$ cat src/design/des_pkg.sv
// Package for the DES block cipher: permutation tables, S-boxes and round functions.
`default_nettype none

package des_pkg;

  // Control bits that travel with a block from one round cell to the next.
  typedef struct packed {
    logic valid;
    logic action;
  } ctl_t;

  localparam int Rounds = 16;

  localparam logic [6:0] INIT_PERM [64] = '{
    7'd58, 7'd50, 7'd42, 7'd34, 7'd26, 7'd18, 7'd10, 7'd2,
    7'd60, 7'd52, 7'd44, 7'd36, 7'd28, 7'd20, 7'd12, 7'd4,
    7'd62, 7'd54, 7'd46, 7'd38, 7'd30, 7'd22, 7'd14, 7'd6,
    7'd64, 7'd56, 7'd48, 7'd40, 7'd32, 7'd24, 7'd16, 7'd8,
    7'd57, 7'd49, 7'd41, 7'd33, 7'd25, 7'd17, 7'd9,  7'd1,
    7'd59, 7'd51, 7'd43, 7'd35, 7'd27, 7'd19, 7'd11, 7'd3,
    7'd61, 7'd53, 7'd45, 7'd37, 7'd29, 7'd21, 7'd13, 7'd5,
    7'd63, 7'd55, 7'd47, 7'd39, 7'd31, 7'd23, 7'd15, 7'd7
  };

  localparam logic [6:0] FINAL_PERM [64] = '{
    7'd40, 7'd8, 7'd48, 7'd16, 7'd56, 7'd24, 7'd64, 7'd32,
    7'd39, 7'd7, 7'd47, 7'd15, 7'd55, 7'd23, 7'd63, 7'd31,
    7'd38, 7'd6, 7'd46, 7'd14, 7'd54, 7'd22, 7'd62, 7'd30,
    7'd37, 7'd5, 7'd45, 7'd13, 7'd53, 7'd21, 7'd61, 7'd29,
    7'd36, 7'd4, 7'd44, 7'd12, 7'd52, 7'd20, 7'd60, 7'd28,
    7'd35, 7'd3, 7'd43, 7'd11, 7'd51, 7'd19, 7'd59, 7'd27,
    7'd34, 7'd2, 7'd42, 7'd10, 7'd50, 7'd18, 7'd58, 7'd26,
    7'd33, 7'd1, 7'd41, 7'd9,  7'd49, 7'd17, 7'd57, 7'd25
  };

  localparam logic [5:0] EXPAND_SEL [48] = '{
    6'd32, 6'd1,  6'd2,  6'd3,  6'd4,  6'd5,
    6'd4,  6'd5,  6'd6,  6'd7,  6'd8,  6'd9,
    6'd8,  6'd9,  6'd10, 6'd11, 6'd12, 6'd13,
    6'd12, 6'd13, 6'd14, 6'd15, 6'd16, 6'd17,
    6'd16, 6'd17, 6'd18, 6'd19, 6'd20, 6'd21,
    6'd20, 6'd21, 6'd22, 6'd23, 6'd24, 6'd25,
    6'd24, 6'd25, 6'd26, 6'd27, 6'd28, 6'd29,
    6'd28, 6'd29, 6'd30, 6'd31, 6'd32, 6'd1
  };

  localparam logic [5:0] ROUND_PERM [32] = '{
    6'd16, 6'd7,  6'd20, 6'd21, 6'd29, 6'd12, 6'd28, 6'd17,
    6'd1,  6'd15, 6'd23, 6'd26, 6'd5,  6'd18, 6'd31, 6'd10,
    6'd2,  6'd8,  6'd24, 6'd14, 6'd32, 6'd27, 6'd3,  6'd9,
    6'd19, 6'd13, 6'd30, 6'd6,  6'd22, 6'd11, 6'd4,  6'd25
  };

  localparam logic [6:0] KEY_SEL1 [56] = '{
    7'd57, 7'd49, 7'd41, 7'd33, 7'd25, 7'd17, 7'd9,  7'd1,
    7'd58, 7'd50, 7'd42, 7'd34, 7'd26, 7'd18, 7'd10, 7'd2,
    7'd59, 7'd51, 7'd43, 7'd35, 7'd27, 7'd19, 7'd11, 7'd3,
    7'd60, 7'd52, 7'd44, 7'd36, 7'd63, 7'd55, 7'd47, 7'd39,
    7'd31, 7'd23, 7'd15, 7'd7,  7'd62, 7'd54, 7'd46, 7'd38,
    7'd30, 7'd22, 7'd14, 7'd6,  7'd61, 7'd53, 7'd45, 7'd37,
    7'd29, 7'd21, 7'd13, 7'd5,  7'd28, 7'd20, 7'd12, 7'd4
  };

  localparam logic [5:0] KEY_SEL2 [48] = '{
    6'd14, 6'd17, 6'd11, 6'd24, 6'd1,  6'd5,
    6'd3,  6'd28, 6'd15, 6'd6,  6'd21, 6'd10,
    6'd23, 6'd19, 6'd12, 6'd4,  6'd26, 6'd8,
    6'd16, 6'd7,  6'd27, 6'd20, 6'd13, 6'd2,
    6'd41, 6'd52, 6'd31, 6'd37, 6'd47, 6'd55,
    6'd30, 6'd40, 6'd51, 6'd45, 6'd33, 6'd48,
    6'd44, 6'd49, 6'd39, 6'd56, 6'd34, 6'd53,
    6'd46, 6'd42, 6'd50, 6'd36, 6'd29, 6'd32
  };

  localparam logic [1:0] ROT_AMOUNT [16] = '{
    2'd1, 2'd1, 2'd2, 2'd2, 2'd2, 2'd2, 2'd2, 2'd2,
    2'd1, 2'd2, 2'd2, 2'd2, 2'd2, 2'd2, 2'd2, 2'd1
  };

  // Each box is indexed by {row, column}: row is the outer bit pair.
  localparam logic [3:0] SBOX [8][64] = '{
    '{4'd14, 4'd4,  4'd13, 4'd1,  4'd2,  4'd15, 4'd11, 4'd8,
      4'd3,  4'd10, 4'd6,  4'd12, 4'd5,  4'd9,  4'd0,  4'd7,
      4'd0,  4'd15, 4'd7,  4'd4,  4'd14, 4'd2,  4'd13, 4'd1,
      4'd10, 4'd6,  4'd12, 4'd11, 4'd9,  4'd5,  4'd3,  4'd8,
      4'd4,  4'd1,  4'd14, 4'd8,  4'd13, 4'd6,  4'd2,  4'd11,
      4'd15, 4'd12, 4'd9,  4'd7,  4'd3,  4'd10, 4'd5,  4'd0,
      4'd15, 4'd12, 4'd8,  4'd2,  4'd4,  4'd9,  4'd1,  4'd7,
      4'd5,  4'd11, 4'd3,  4'd14, 4'd10, 4'd0,  4'd6,  4'd13},
    '{4'd15, 4'd1,  4'd8,  4'd14, 4'd6,  4'd11, 4'd3,  4'd4,
      4'd9,  4'd7,  4'd2,  4'd13, 4'd12, 4'd0,  4'd5,  4'd10,
      4'd3,  4'd13, 4'd4,  4'd7,  4'd15, 4'd2,  4'd8,  4'd14,
      4'd12, 4'd0,  4'd1,  4'd10, 4'd6,  4'd9,  4'd11, 4'd5,
      4'd0,  4'd14, 4'd7,  4'd11, 4'd10, 4'd4,  4'd13, 4'd1,
      4'd5,  4'd8,  4'd12, 4'd6,  4'd9,  4'd3,  4'd2,  4'd15,
      4'd13, 4'd8,  4'd10, 4'd1,  4'd3,  4'd15, 4'd4,  4'd2,
      4'd11, 4'd6,  4'd7,  4'd12, 4'd0,  4'd5,  4'd14, 4'd9},
    '{4'd10, 4'd0,  4'd9,  4'd14, 4'd6,  4'd3,  4'd15, 4'd5,
      4'd1,  4'd13, 4'd12, 4'd7,  4'd11, 4'd4,  4'd2,  4'd8,
      4'd13, 4'd7,  4'd0,  4'd9,  4'd3,  4'd4,  4'd6,  4'd10,
      4'd2,  4'd8,  4'd5,  4'd14, 4'd12, 4'd11, 4'd15, 4'd1,
      4'd13, 4'd6,  4'd4,  4'd9,  4'd8,  4'd15, 4'd3,  4'd0,
      4'd11, 4'd1,  4'd2,  4'd12, 4'd5,  4'd10, 4'd14, 4'd7,
      4'd1,  4'd10, 4'd13, 4'd0,  4'd6,  4'd9,  4'd8,  4'd7,
      4'd4,  4'd15, 4'd14, 4'd3,  4'd11, 4'd5,  4'd2,  4'd12},
    '{4'd7,  4'd13, 4'd14, 4'd3,  4'd0,  4'd6,  4'd9,  4'd10,
      4'd1,  4'd2,  4'd8,  4'd5,  4'd11, 4'd12, 4'd4,  4'd15,
      4'd13, 4'd8,  4'd11, 4'd5,  4'd6,  4'd15, 4'd0,  4'd3,
      4'd4,  4'd7,  4'd2,  4'd12, 4'd1,  4'd10, 4'd14, 4'd9,
      4'd10, 4'd6,  4'd9,  4'd0,  4'd12, 4'd11, 4'd7,  4'd13,
      4'd15, 4'd1,  4'd3,  4'd14, 4'd5,  4'd2,  4'd8,  4'd4,
      4'd3,  4'd15, 4'd0,  4'd6,  4'd10, 4'd1,  4'd13, 4'd8,
      4'd9,  4'd4,  4'd5,  4'd11, 4'd12, 4'd7,  4'd2,  4'd14},
    '{4'd2,  4'd12, 4'd4,  4'd1,  4'd7,  4'd10, 4'd11, 4'd6,
      4'd8,  4'd5,  4'd3,  4'd15, 4'd13, 4'd0,  4'd14, 4'd9,
      4'd14, 4'd11, 4'd2,  4'd12, 4'd4,  4'd7,  4'd13, 4'd1,
      4'd5,  4'd0,  4'd15, 4'd10, 4'd3,  4'd9,  4'd8,  4'd6,
      4'd4,  4'd2,  4'd1,  4'd11, 4'd10, 4'd13, 4'd7,  4'd8,
      4'd15, 4'd9,  4'd12, 4'd5,  4'd6,  4'd3,  4'd0,  4'd14,
      4'd11, 4'd8,  4'd12, 4'd7,  4'd1,  4'd14, 4'd2,  4'd13,
      4'd6,  4'd15, 4'd0,  4'd9,  4'd10, 4'd4,  4'd5,  4'd3},
    '{4'd12, 4'd1,  4'd10, 4'd15, 4'd9,  4'd2,  4'd6,  4'd8,
      4'd0,  4'd13, 4'd3,  4'd4,  4'd14, 4'd7,  4'd5,  4'd11,
      4'd10, 4'd15, 4'd4,  4'd2,  4'd7,  4'd12, 4'd9,  4'd5,
      4'd6,  4'd1,  4'd13, 4'd14, 4'd0,  4'd11, 4'd3,  4'd8,
      4'd9,  4'd14, 4'd15, 4'd5,  4'd2,  4'd8,  4'd12, 4'd3,
      4'd7,  4'd0,  4'd4,  4'd10, 4'd1,  4'd13, 4'd11, 4'd6,
      4'd4,  4'd3,  4'd2,  4'd12, 4'd9,  4'd5,  4'd15, 4'd10,
      4'd11, 4'd14, 4'd1,  4'd7,  4'd6,  4'd0,  4'd8,  4'd13},
    '{4'd4,  4'd11, 4'd2,  4'd14, 4'd15, 4'd0,  4'd8,  4'd13,
      4'd3,  4'd12, 4'd9,  4'd7,  4'd5,  4'd10, 4'd6,  4'd1,
      4'd13, 4'd0,  4'd11, 4'd7,  4'd4,  4'd9,  4'd1,  4'd10,
      4'd14, 4'd3,  4'd5,  4'd12, 4'd2,  4'd15, 4'd8,  4'd6,
      4'd1,  4'd4,  4'd11, 4'd13, 4'd12, 4'd3,  4'd7,  4'd14,
      4'd10, 4'd15, 4'd6,  4'd8,  4'd0,  4'd5,  4'd9,  4'd2,
      4'd6,  4'd11, 4'd13, 4'd8,  4'd1,  4'd4,  4'd10, 4'd7,
      4'd9,  4'd5,  4'd0,  4'd15, 4'd14, 4'd2,  4'd3,  4'd12},
    '{4'd13, 4'd2,  4'd8,  4'd4,  4'd6,  4'd15, 4'd11, 4'd1,
      4'd10, 4'd9,  4'd3,  4'd14, 4'd5,  4'd0,  4'd12, 4'd7,
      4'd1,  4'd15, 4'd13, 4'd8,  4'd10, 4'd3,  4'd7,  4'd4,
      4'd12, 4'd5,  4'd6,  4'd11, 4'd0,  4'd14, 4'd9,  4'd2,
      4'd7,  4'd11, 4'd4,  4'd1,  4'd9,  4'd12, 4'd14, 4'd2,
      4'd0,  4'd6,  4'd10, 4'd13, 4'd15, 4'd3,  4'd5,  4'd8,
      4'd2,  4'd1,  4'd14, 4'd7,  4'd4,  4'd10, 4'd8,  4'd13,
      4'd15, 4'd12, 4'd9,  4'd0,  4'd3,  4'd5,  4'd6,  4'd11}
  };

  // Table entries count bit positions from the top of the source word, starting at 1.
  function automatic logic [63:0] init_perm(input logic [63:0] v);
    logic [63:0] r;
    for (int i = 0; i < 64; i++) begin
      r[63 - i] = v[64 - int'(INIT_PERM[i])];
    end
    return r;
  endfunction

  function automatic logic [63:0] final_perm(input logic [63:0] v);
    logic [63:0] r;
    for (int i = 0; i < 64; i++) begin
      r[63 - i] = v[64 - int'(FINAL_PERM[i])];
    end
    return r;
  endfunction

  function automatic logic [27:0] rot28(input logic [27:0] x, input logic [1:0] s);
    logic [27:0] r;
    if (s == 2'd1) begin
      r = {x[26:0], x[27]};
    end else begin
      r = {x[25:0], x[27:26]};
    end
    return r;
  endfunction

  // Subkey of one round; the round number is a constant at every use, so this is wiring.
  function automatic logic [47:0] subkey(input logic [63:0] key, input int round);
    logic [55:0] cd;
    logic [27:0] c;
    logic [27:0] d;
    logic [55:0] cd_rot;
    logic [47:0] k;
    for (int i = 0; i < 56; i++) begin
      cd[55 - i] = key[64 - int'(KEY_SEL1[i])];
    end
    c = cd[55:28];
    d = cd[27:0];
    for (int j = 0; j < Rounds; j++) begin
      if (j <= round) begin
        c = rot28(c, ROT_AMOUNT[j]);
        d = rot28(d, ROT_AMOUNT[j]);
      end
    end
    cd_rot = {c, d};
    for (int i = 0; i < 48; i++) begin
      k[47 - i] = cd_rot[56 - int'(KEY_SEL2[i])];
    end
    return k;
  endfunction

  function automatic logic [31:0] feistel(input logic [31:0] r, input logic [47:0] k);
    logic [47:0] x;
    logic [5:0]  b;
    logic [31:0] s;
    logic [31:0] p;
    for (int i = 0; i < 48; i++) begin
      x[47 - i] = r[32 - int'(EXPAND_SEL[i])];
    end
    x = x ^ k;
    for (int i = 0; i < 8; i++) begin
      b = x[47 - 6 * i -: 6];
      s[31 - 4 * i -: 4] = SBOX[i][{b[5], b[0], b[4:1]}];
    end
    for (int i = 0; i < 32; i++) begin
      p[31 - i] = s[32 - int'(ROUND_PERM[i])];
    end
    return p;
  endfunction

endpackage

`default_nettype wire

$ cat src/design/des_round_cell.sv
// One DES round cell: a Feistel round followed by the register that hands the block on.
`default_nettype none

module des_round_cell (
  input  wire logic          clk,
  input  wire logic          rst,
  input  wire logic          advance,
  input  wire logic [47:0]   enc_key,
  input  wire logic [47:0]   dec_key,
  input  wire des_pkg::ctl_t ctl_in,
  input  wire logic [31:0]   l_in,
  input  wire logic [31:0]   r_in,
  output des_pkg::ctl_t      ctl_out,
  output logic [31:0]        l_out,
  output logic [31:0]        r_out
);

  des_pkg::ctl_t ctl;
  logic [31:0]   l;
  logic [31:0]   r;
  logic [47:0]   round_key;
  logic [31:0]   r_next;

  assign round_key = ctl_in.action ? enc_key : dec_key;
  assign r_next    = l_in ^ des_pkg::feistel(r_in, round_key);

  always_ff @(posedge clk) begin
    if (rst) begin
      ctl <= '0;
    end else if (advance) begin
      ctl <= ctl_in;
    end
  end

  always_ff @(posedge clk) begin
    if (advance) begin
      l <= r_in;
      r <= r_next;
    end
  end

  assign ctl_out = ctl;
  assign l_out   = l;
  assign r_out   = r;

endmodule

`default_nettype wire

$ cat config.mk
export PLATFORM = sky130hd
export DESIGN_NAME = des_round_cell
export DESIGN_NICKNAME = d
export VERILOG_FILES = /design/src/design/des_pkg.sv /design/src/design/des_round_cell.sv
export SDC_FILE = /design/constraint.sdc
export NUM_CORES = 1
export LEC_CHECK = 0
export BUFFER_PORTS_ARGS = -buffer_cell sky130_fd_sc_hd__buf_2
export CAP_MARGIN = 15
export CORE_MARGIN = 2
export CORE_UTILIZATION = 25
export CTS_CLUSTER_SIZE = 28
export DETAILED_ROUTE_END_ITERATION = 10
export SYNTH_ARGS = -nofsm -noshare
export SYNTH_HDL_FRONTEND = slang
export SYNTH_SLANG_ARGS = --single-unit
$ cat constraint.sdc
create_clock -name clk -period 5.1 [get_ports clk]
set_input_delay 1.02 -clock clk [delete_from_list [all_inputs] [get_ports clk]]
set_output_delay 1.02 -clock clk [all_outputs]
set_load 0.02 [all_outputs]
==> flow_metrics.tcl, run 1 <==
set metrics [dict create \
    clock_insertion_delay_worst_skew_ns 0.36 \
    drt_pass1_iterations 6 \
    yosys.area_share.simple_pct 9.59 \
    die-area_um2 35200 \
    switchingPower_mw 1.24 \
    grt_usage_pct 13.3 \
    routabilityCongestion 0.858 \
    fin_crit_ns 3.80 \
    power.share.clock_pct 19.4 \
    dpl.hpwl_um 18300 \
    status "completed" \
    yosysTopAreaCell "edfxtp_1" \
    combPwrFrac_pct 55.6 \
    setup.worst_path.class "input pin to flip-flop" \
    critPathRequiredTime_ns 5.20 \
    multiInputGateArea_um2 6080 \
    htree_num_levels 3 \
    setup_viol_count_final 0 \
    internal-power_mw 1.72 \
    powerDensity_nw_per_um2 287 \
    syn_area_um2 8440 \
    ys_seq_area_share_pct 23.3 \
    syn_nets 1089 \
    pre_cts_ws_ns 0.947 \
    relSlewSlack_pct 25.2 \
    yosysUniqueCellTypes 68 \
    grt_max_degree 35 \
    synth_top_family_by_area "multiplexers" \
    synthMuxAreaShare_pct 20.6 \
    post-route-util_pct 31.0 \
    clock_path_buffers 2 \
    cp-end-kind "flip-flop" \
    leakage_nw 4.39 \
    synth_ff_type "edfxtp_1" \
    synth_top_area_share_pct 22.8 \
    cts_tree "done" \
    row_count 67 \
    cts.sinks 66 \
    cp.arrival_ns 3.90 \
    start_kind "input pin" \
    grt_pass1_wl_um 37500 \
    boundaryPins 231 \
    antennaDiodeCount 0 \
    final_antenna_net_count 0 \
    worstMarginPinSlew_ns 1.11 \
    drive_gt1_share_pct 31.3 \
    die_x_um 188 \
    antenna_found_initial 0 \
    rsz0062_at_grt "no" \
    yosysWarnings 0 \
    grt_pass1_vias 6964 \
    report.final.slew_viol_count 0 \
    fmax_mhz 263 \
    tns_ns 0 \
    synth_compound_area_share_pct 16.7 \
    cts_resized 0 \
    core_um2 33400 \
    root_buffer "clkbuf_16" \
    area_delta_synth_final_pct 22.7 \
    nFillCells 3552 \
    switching_share_pct 41.9 \
    drc 0 \
    hold_slack_ns 0.488 \
    wire_per_inst_um 15.6 \
    seq_power_share_pct 25.0 \
    cts_buffers 9 \
    power.ir.vdd_worst_mv 0.155 \
    cts_hold_buf 0 \
    ys_ff_latch 66 \
    die_h_um 188 \
    io_buffers 230 \
    stdcell_area_um2 10400 \
    min_path_type "flip-flop to flip-flop" \
    final.setup_skew_ns 0 \
    routed_via_density 4.88 \
    synth-xor-area-share_pct 16.0 \
    critPathMaxFanout 22 \
    gr-total-overflow 0 \
    wl_um 24000 \
    ys_async_sr_fraction_pct 0 \
    power.total_mw 2.97 \
    register_area_um2 1960 \
    fin_crit_sh_pct 74.5 \
    synth.avg_cell_area_um2 9.79 \
    placedInstanceArea_um2 10100 \
    dr.first_iter.drc_count 610 \
    post_cts.repair.setup_buffers 0 \
    maxCapViolCount 0 \
    initial_core_util_pct 25.3 \
    syn_inst 862 \
    final_cells 1538 \
    num_vias 7498 \
    synth_adder_area_share_pct 9.19 \
    place_inst 1523 \
    layout.nets 1314 \
    finalHoldViolCount 0 \
    setup_ws_ns 1.30 \
    synth_edf_count 64 \
    synth_area_leaders "edfxtp_1, mux2i_1, ha_1" \
    clkTransAtPathRegs_ns 0.06 \
]
[metal layers]
metal | GRT usage, % | vias up | share of wire (%)
met5 | 0 | - | 0
met4 | 4.42 | 0 | 1.4
met1 | 17.9 | 3513 | 46
met3 | 2.99 | 16 | 7.0
met2 | 21.2 | 312 | 46
li1 | - | 3657 | -
[kinds of logic after synthesis]
family | count (synthesis)
and+or+nand+nor | 186
xor gates and xnor gates | 121
DFF | 66
muxes | 148
adders and majority gates | 62
buffers and inverters | 80
AOI/OAI and AO/OA | 199
[cells in the mapped netlist, types with 22 or more instances]
master / count
mux2i_1: 113
a21oi_1: 38
o211ai_1: 27
nor3_1: 24
xnor2_1: 66
ha_1: 62
inv_1: 32
nor2_1: 61
xor2_1: 22
edfxtp_1: 64
nand2_1: 60
[registers in the layout, summed over array words and instances, names as in the netlist]
name / count
r_out: 32
l_out: 32
ctl_out: 2
[cells in the final DEF (no fill, tap or decap), drive strengths merged, types with 10 or more instances in the layout]
cell	instances
buf	256
mux2i	126
xnor2	81
edfxtp	64
ha	62
nor2	61
nand2	60
xor2	40
a21oi	39
inv	37
o211ai	27
nor3	24
o21ai	23
nand3	20
a211oi	18
a31oi	13
clkbuf	13
mux4	11
mux2	11
o31ai	10
[path summary, 6_finish.rpt]
| kind | from | end | slack (ns) | depth (start not counted) |
|---|---|---|---|---|
| max | ctl_in[0] | r_out[18]$_DFFE_PP_ | 1.30 | 11 |
| min | ctl_out[0]$_SDFFE_PP0P_ | ctl_out[0]$_SDFFE_PP0P_ | 0.49 | 2 |
| max reg2reg | ctl_out[1]$_SDFFE_PP0P_ | ctl_out[1]$_SDFFE_PP0P_ | 4.49 | 2 |
| min reg2reg | ctl_out[0]$_SDFFE_PP0P_ | ctl_out[0]$_SDFFE_PP0P_ | 0.49 | 2 |
[power groups by stage]
stage / Clock (mW) / Sequential [mW] / Combinational [mW]
after global routing: 0.617 / 0.750 / 1.81
after CTS: 0.604 / 0.743 / 1.65
after global placement: 0 / 0.750 / 1.63
final: 0.576 / 0.741 / 1.65
after floorplan: 0 / 0.872 / 1.09
after detailed placement: 0 / 0.753 / 1.64
[layout make-up]
| class | instances | share of cell area (%) |
|---|---|---|
| flip-flops and latches | 66 | 18.9 |
| clock buffers | 13 | 2.32 |
| clock inverters | 1 | 0.0362 |
| repair buffers | 256 | 13.2 |
| inverters | 38 | 1.38 |
| multi-input cells | 716 | 58.7 |
| well taps | 448 | 5.41 |
[critical path: stages]
cell      delay [ns]
buf_4           0.34
buf_12          0.24
mux2i_1         0.14
xnor2_2         0.47
clkinv_1        0.47
ha_1            0.38
nor3_1          0.20
a211oi_1        0.07
a211oi_1        0.24
o31ai_1         0.12
xor2_1          0.17
No activity file was read; power rests on OpenSTA's default activity.
==> run 2, diff against run 1 <==
--- a/config.mk
+++ b/config.mk
@@ -5,6 +5,7 @@
 export SDC_FILE = /design/constraint.sdc
 export NUM_CORES = 1
 export LEC_CHECK = 0
+export ABC_AREA = 1
 export BUFFER_PORTS_ARGS = -buffer_cell sky130_fd_sc_hd__buf_2
 export CAP_MARGIN = 15
 export CORE_MARGIN = 2
==> constraint.sdc (replaced) <==
create_clock -name clk -period 3.78 [get_ports clk]
set_input_delay 0.756 -clock clk [delete_from_list [all_inputs] [get_ports clk]]
set_output_delay 0.756 -clock clk [all_outputs]
set_load 0.02 [all_outputs]
==> flow_metrics.tcl, run 2 <==
set metrics [dict create \
    internal-power_mw 2.13 \
    post_cts.repair.setup_buffers 0 \
    cp-end-kind "flip-flop" \
    start_kind "input pin" \
    switching_share_pct 41.8 \
    report.final.slew_viol_count 0 \
    power.share.clock_pct 27.6 \
    die_h_um 194 \
    routed_via_density 4.75 \
    leakage_nw 5.97 \
    synth_edf_count 64 \
    cts.sinks 66 \
    cts_tree "done" \
    final_common_cell "nand2_1" \
    dr.first_iter.drc_count 770 \
    power.ir.vdd_worst_mv 0.250 \
    synth-xor-area-share_pct 2.33 \
    htree_num_levels 3 \
    die-area_um2 37700 \
    hold_depth 2 \
    fin_crit_sh_pct 72.7 \
    core_um2 35600 \
    grt_pass1_wl_um 47500 \
    yosysTopAreaCell "nand2_1" \
    fmax_mhz 364 \
    cts_resized 0 \
    cts_hold_buf 0 \
    synth_top_family_by_area "simple AND/OR/NAND/NOR gates" \
    setup.worst_path.class "input pin to flip-flop" \
    final_cells 2199 \
    pre_cts_ws_ns 0.663 \
    synth.most_common_cell "nand2_1" \
    layout.nets 1957 \
    antenna_found_initial 4 \
    boundaryPins 231 \
    whs_endpoint "ctl_out[1]$_SDFFE_PP0P_" \
    grt_usage_pct 15.4 \
    r2r_start "ctl_out[0]$_SDFFE_PP0P_" \
    syn_inst 1526 \
    timing.rr.end "ctl_out[0]$_SDFFE_PP0P_" \
    gr-total-overflow 0 \
    synth_ff_type "edfxtp_1" \
    dpl.hpwl_um 23300 \
    syn_nets 1753 \
    ys_top_cells_by_count "nand2_1, nand3_1, inv_1" \
    grt_pass1_vias 9580 \
    area_delta_synth_final_pct 19.8 \
    switchingPower_mw 1.53 \
    clock_insertion_delay_worst_skew_ns 0.36 \
    drive_gt1_share_pct 17.7 \
    synth_adder_area_share_pct 8.59 \
    root_buffer "clkbuf_16" \
    rrSetupSlack_ns 3.08 \
    combPwrFrac_pct 46.5 \
    yosysUniqueCellTypes 26 \
    wire_per_inst_um 13.4 \
    synth_compound_area_share_pct 2.18 \
    die_x_um 194 \
    seq_power_share_pct 25.9 \
    cp.arrival_ns 2.87 \
    relSlewSlack_pct 31.7 \
    ys_async_sr_fraction_pct 0 \
    maxCapViolCount 0 \
    final_antenna_net_count 0 \
    synthMuxAreaShare_pct 0 \
    grt_max_degree 69 \
    setup_ws_ns 1.03 \
    worstMarginPinSlew_ns 1.03 \
    wl_um 29500 \
    syn_area_um2 9030 \
    ys_ff_latch 66 \
    row_count 69 \
    final_cell_mix "nand2_1, nand3_1, buf_2" \
    setup_viol_count_final 0 \
    routabilityCongestion 0.896 \
    synth_area_leaders "nand2_1, edfxtp_1, nand3_1" \
    power.total_mw 3.66 \
    initial_core_util_pct 25.4 \
    powerDensity_nw_per_um2 338 \
    yosysWarnings 0 \
    status "completed" \
    critPathRequiredTime_ns 3.90 \
    holdCritStartpoint "ctl_out[1]$_SDFFE_PP0P_" \
    clkTransAtPathRegs_ns 0.06 \
    synth_top_area_share_pct 30.2 \
    num_vias 10456 \
    finalHoldViolCount 0 \
    final.setup_skew_ns 0 \
    min_path_type "flip-flop to flip-flop" \
    synth.avg_cell_area_um2 5.92 \
    cts_buffers 9 \
    rsz0062_at_grt "no" \
    critPathMaxFanout 49 \
    ys_seq_area_share_pct 21.7 \
    io_buffers 230 \
    yosys.area_share.simple_pct 55.5 \
    drc 0 \
    place_inst 2180 \
    clock_path_buffers 2 \
    tns_ns 0 \
    fin_crit_ns 2.75 \
    drt_pass1_iterations 7 \
    worstRegToRegCells 2 \
]
run 2: changes by cell type after synthesis, moves of 20 or more:
cell      delta
nor2_1      -52
buf_4       +21
a21oi_1     -37
mux2i_1    -113
nand2_2     +37
nand2_1    +667
o211ai_1    -26
xnor2_1     -65
nor3_1      -24
nand3b_1    +20
inv_1      +104
nand3_1    +346
run 2: cell families after synthesis:
family | after synthesis
AO/OA/AOI/OAI | 34
adder cells (fa/ha/maj) | 62
buffers and inverters | 186
flip-flops | 66
XOR/XNOR | 15
AND/OR/NAND/NOR | 1163
run 2: critical path: stages:
cell	delay (ns)
buf_2	0.13
inv_2	0.15
buf_12	0.27
nand2_1	0.14
nand3_1	0.09
nand2_1	0.16
ha_1	0.43
inv_1	0.07
nand2_1	0.15
o21ai_0	0.11
nand2_1	0.08
nand3_1	0.07
nand3_1	0.10
nand2_1	0.06
nand2_1	0.05
nand2_1	0.04
run 2: area by class of cell:
type | count | area, µm²
well taps | 461 | 577
clock inverters | 5 | 103
diodes | 3 | 7.51
fillers | 3930 | 24700
multi-input cells | 1274 | 6190
clock buffers | 11 | 233
repair buffers | 233 | 1200
flip-flops and latches | 66 | 1960
inverters | 146 | 548
run 2: power by group through the flow:
stage | Sequential (mW) | Combinational, mW | Clock [mW]
global placement | 0.964 | 1.69 | 0
CTS | 0.950 | 1.70 | 1.04
detailed placement | 0.964 | 1.69 | 0
floorplan | 1.08 | 1.12 | 0
global route | 0.957 | 1.93 | 1.07
finish | 0.949 | 1.70 | 1.01
run 2: per-layer routing:
layer,global-route usage [%],part of all wire [%],vias to the layer above
li1,-,-,5346
met1,20.0,46,4793
met2,25.3,47,288
met3,3.72,5.6,27
met4,4.60,1.7,2
met5,0,0.044,-
run 2: through the flow:
| step | cell area, µm² | hold WS [ns] | util, % |
|---|---|---|---|
| floorplan | 9030 | 0.547 | - |
| global placement | 10500 | 0.479 | 29.5 |
| detailed placement | 10500 | 0.487 | 29.5 |
| CTS | 10800 | 0.496 | 30.4 |
| global route | 10800 | 0.508 | 30.4 |
| finish | 10800 | 0.499 | 30.4 |
run 2: worst max-delay path by stage:
stage / from / end / slack, ns
after CTS: ctl_in[0] / r_out[20]$_DFFE_PP_ / 1.05
after detailed placement: ctl_in[0] / r_out[20]$_DFFE_PP_ / 0.66
final: ctl_in[0] / r_out[25]$_DFFE_PP_ / 1.03
after global routing: ctl_in[0] / r_out[2]$_DFFE_PP_ / 0.80
after floorplan: ctl_in[0] / r_out[4]$_DFFE_PP_ / 1.22
after global placement: ctl_in[0] / r_out[9]$_DFFE_PP_ / 0.71
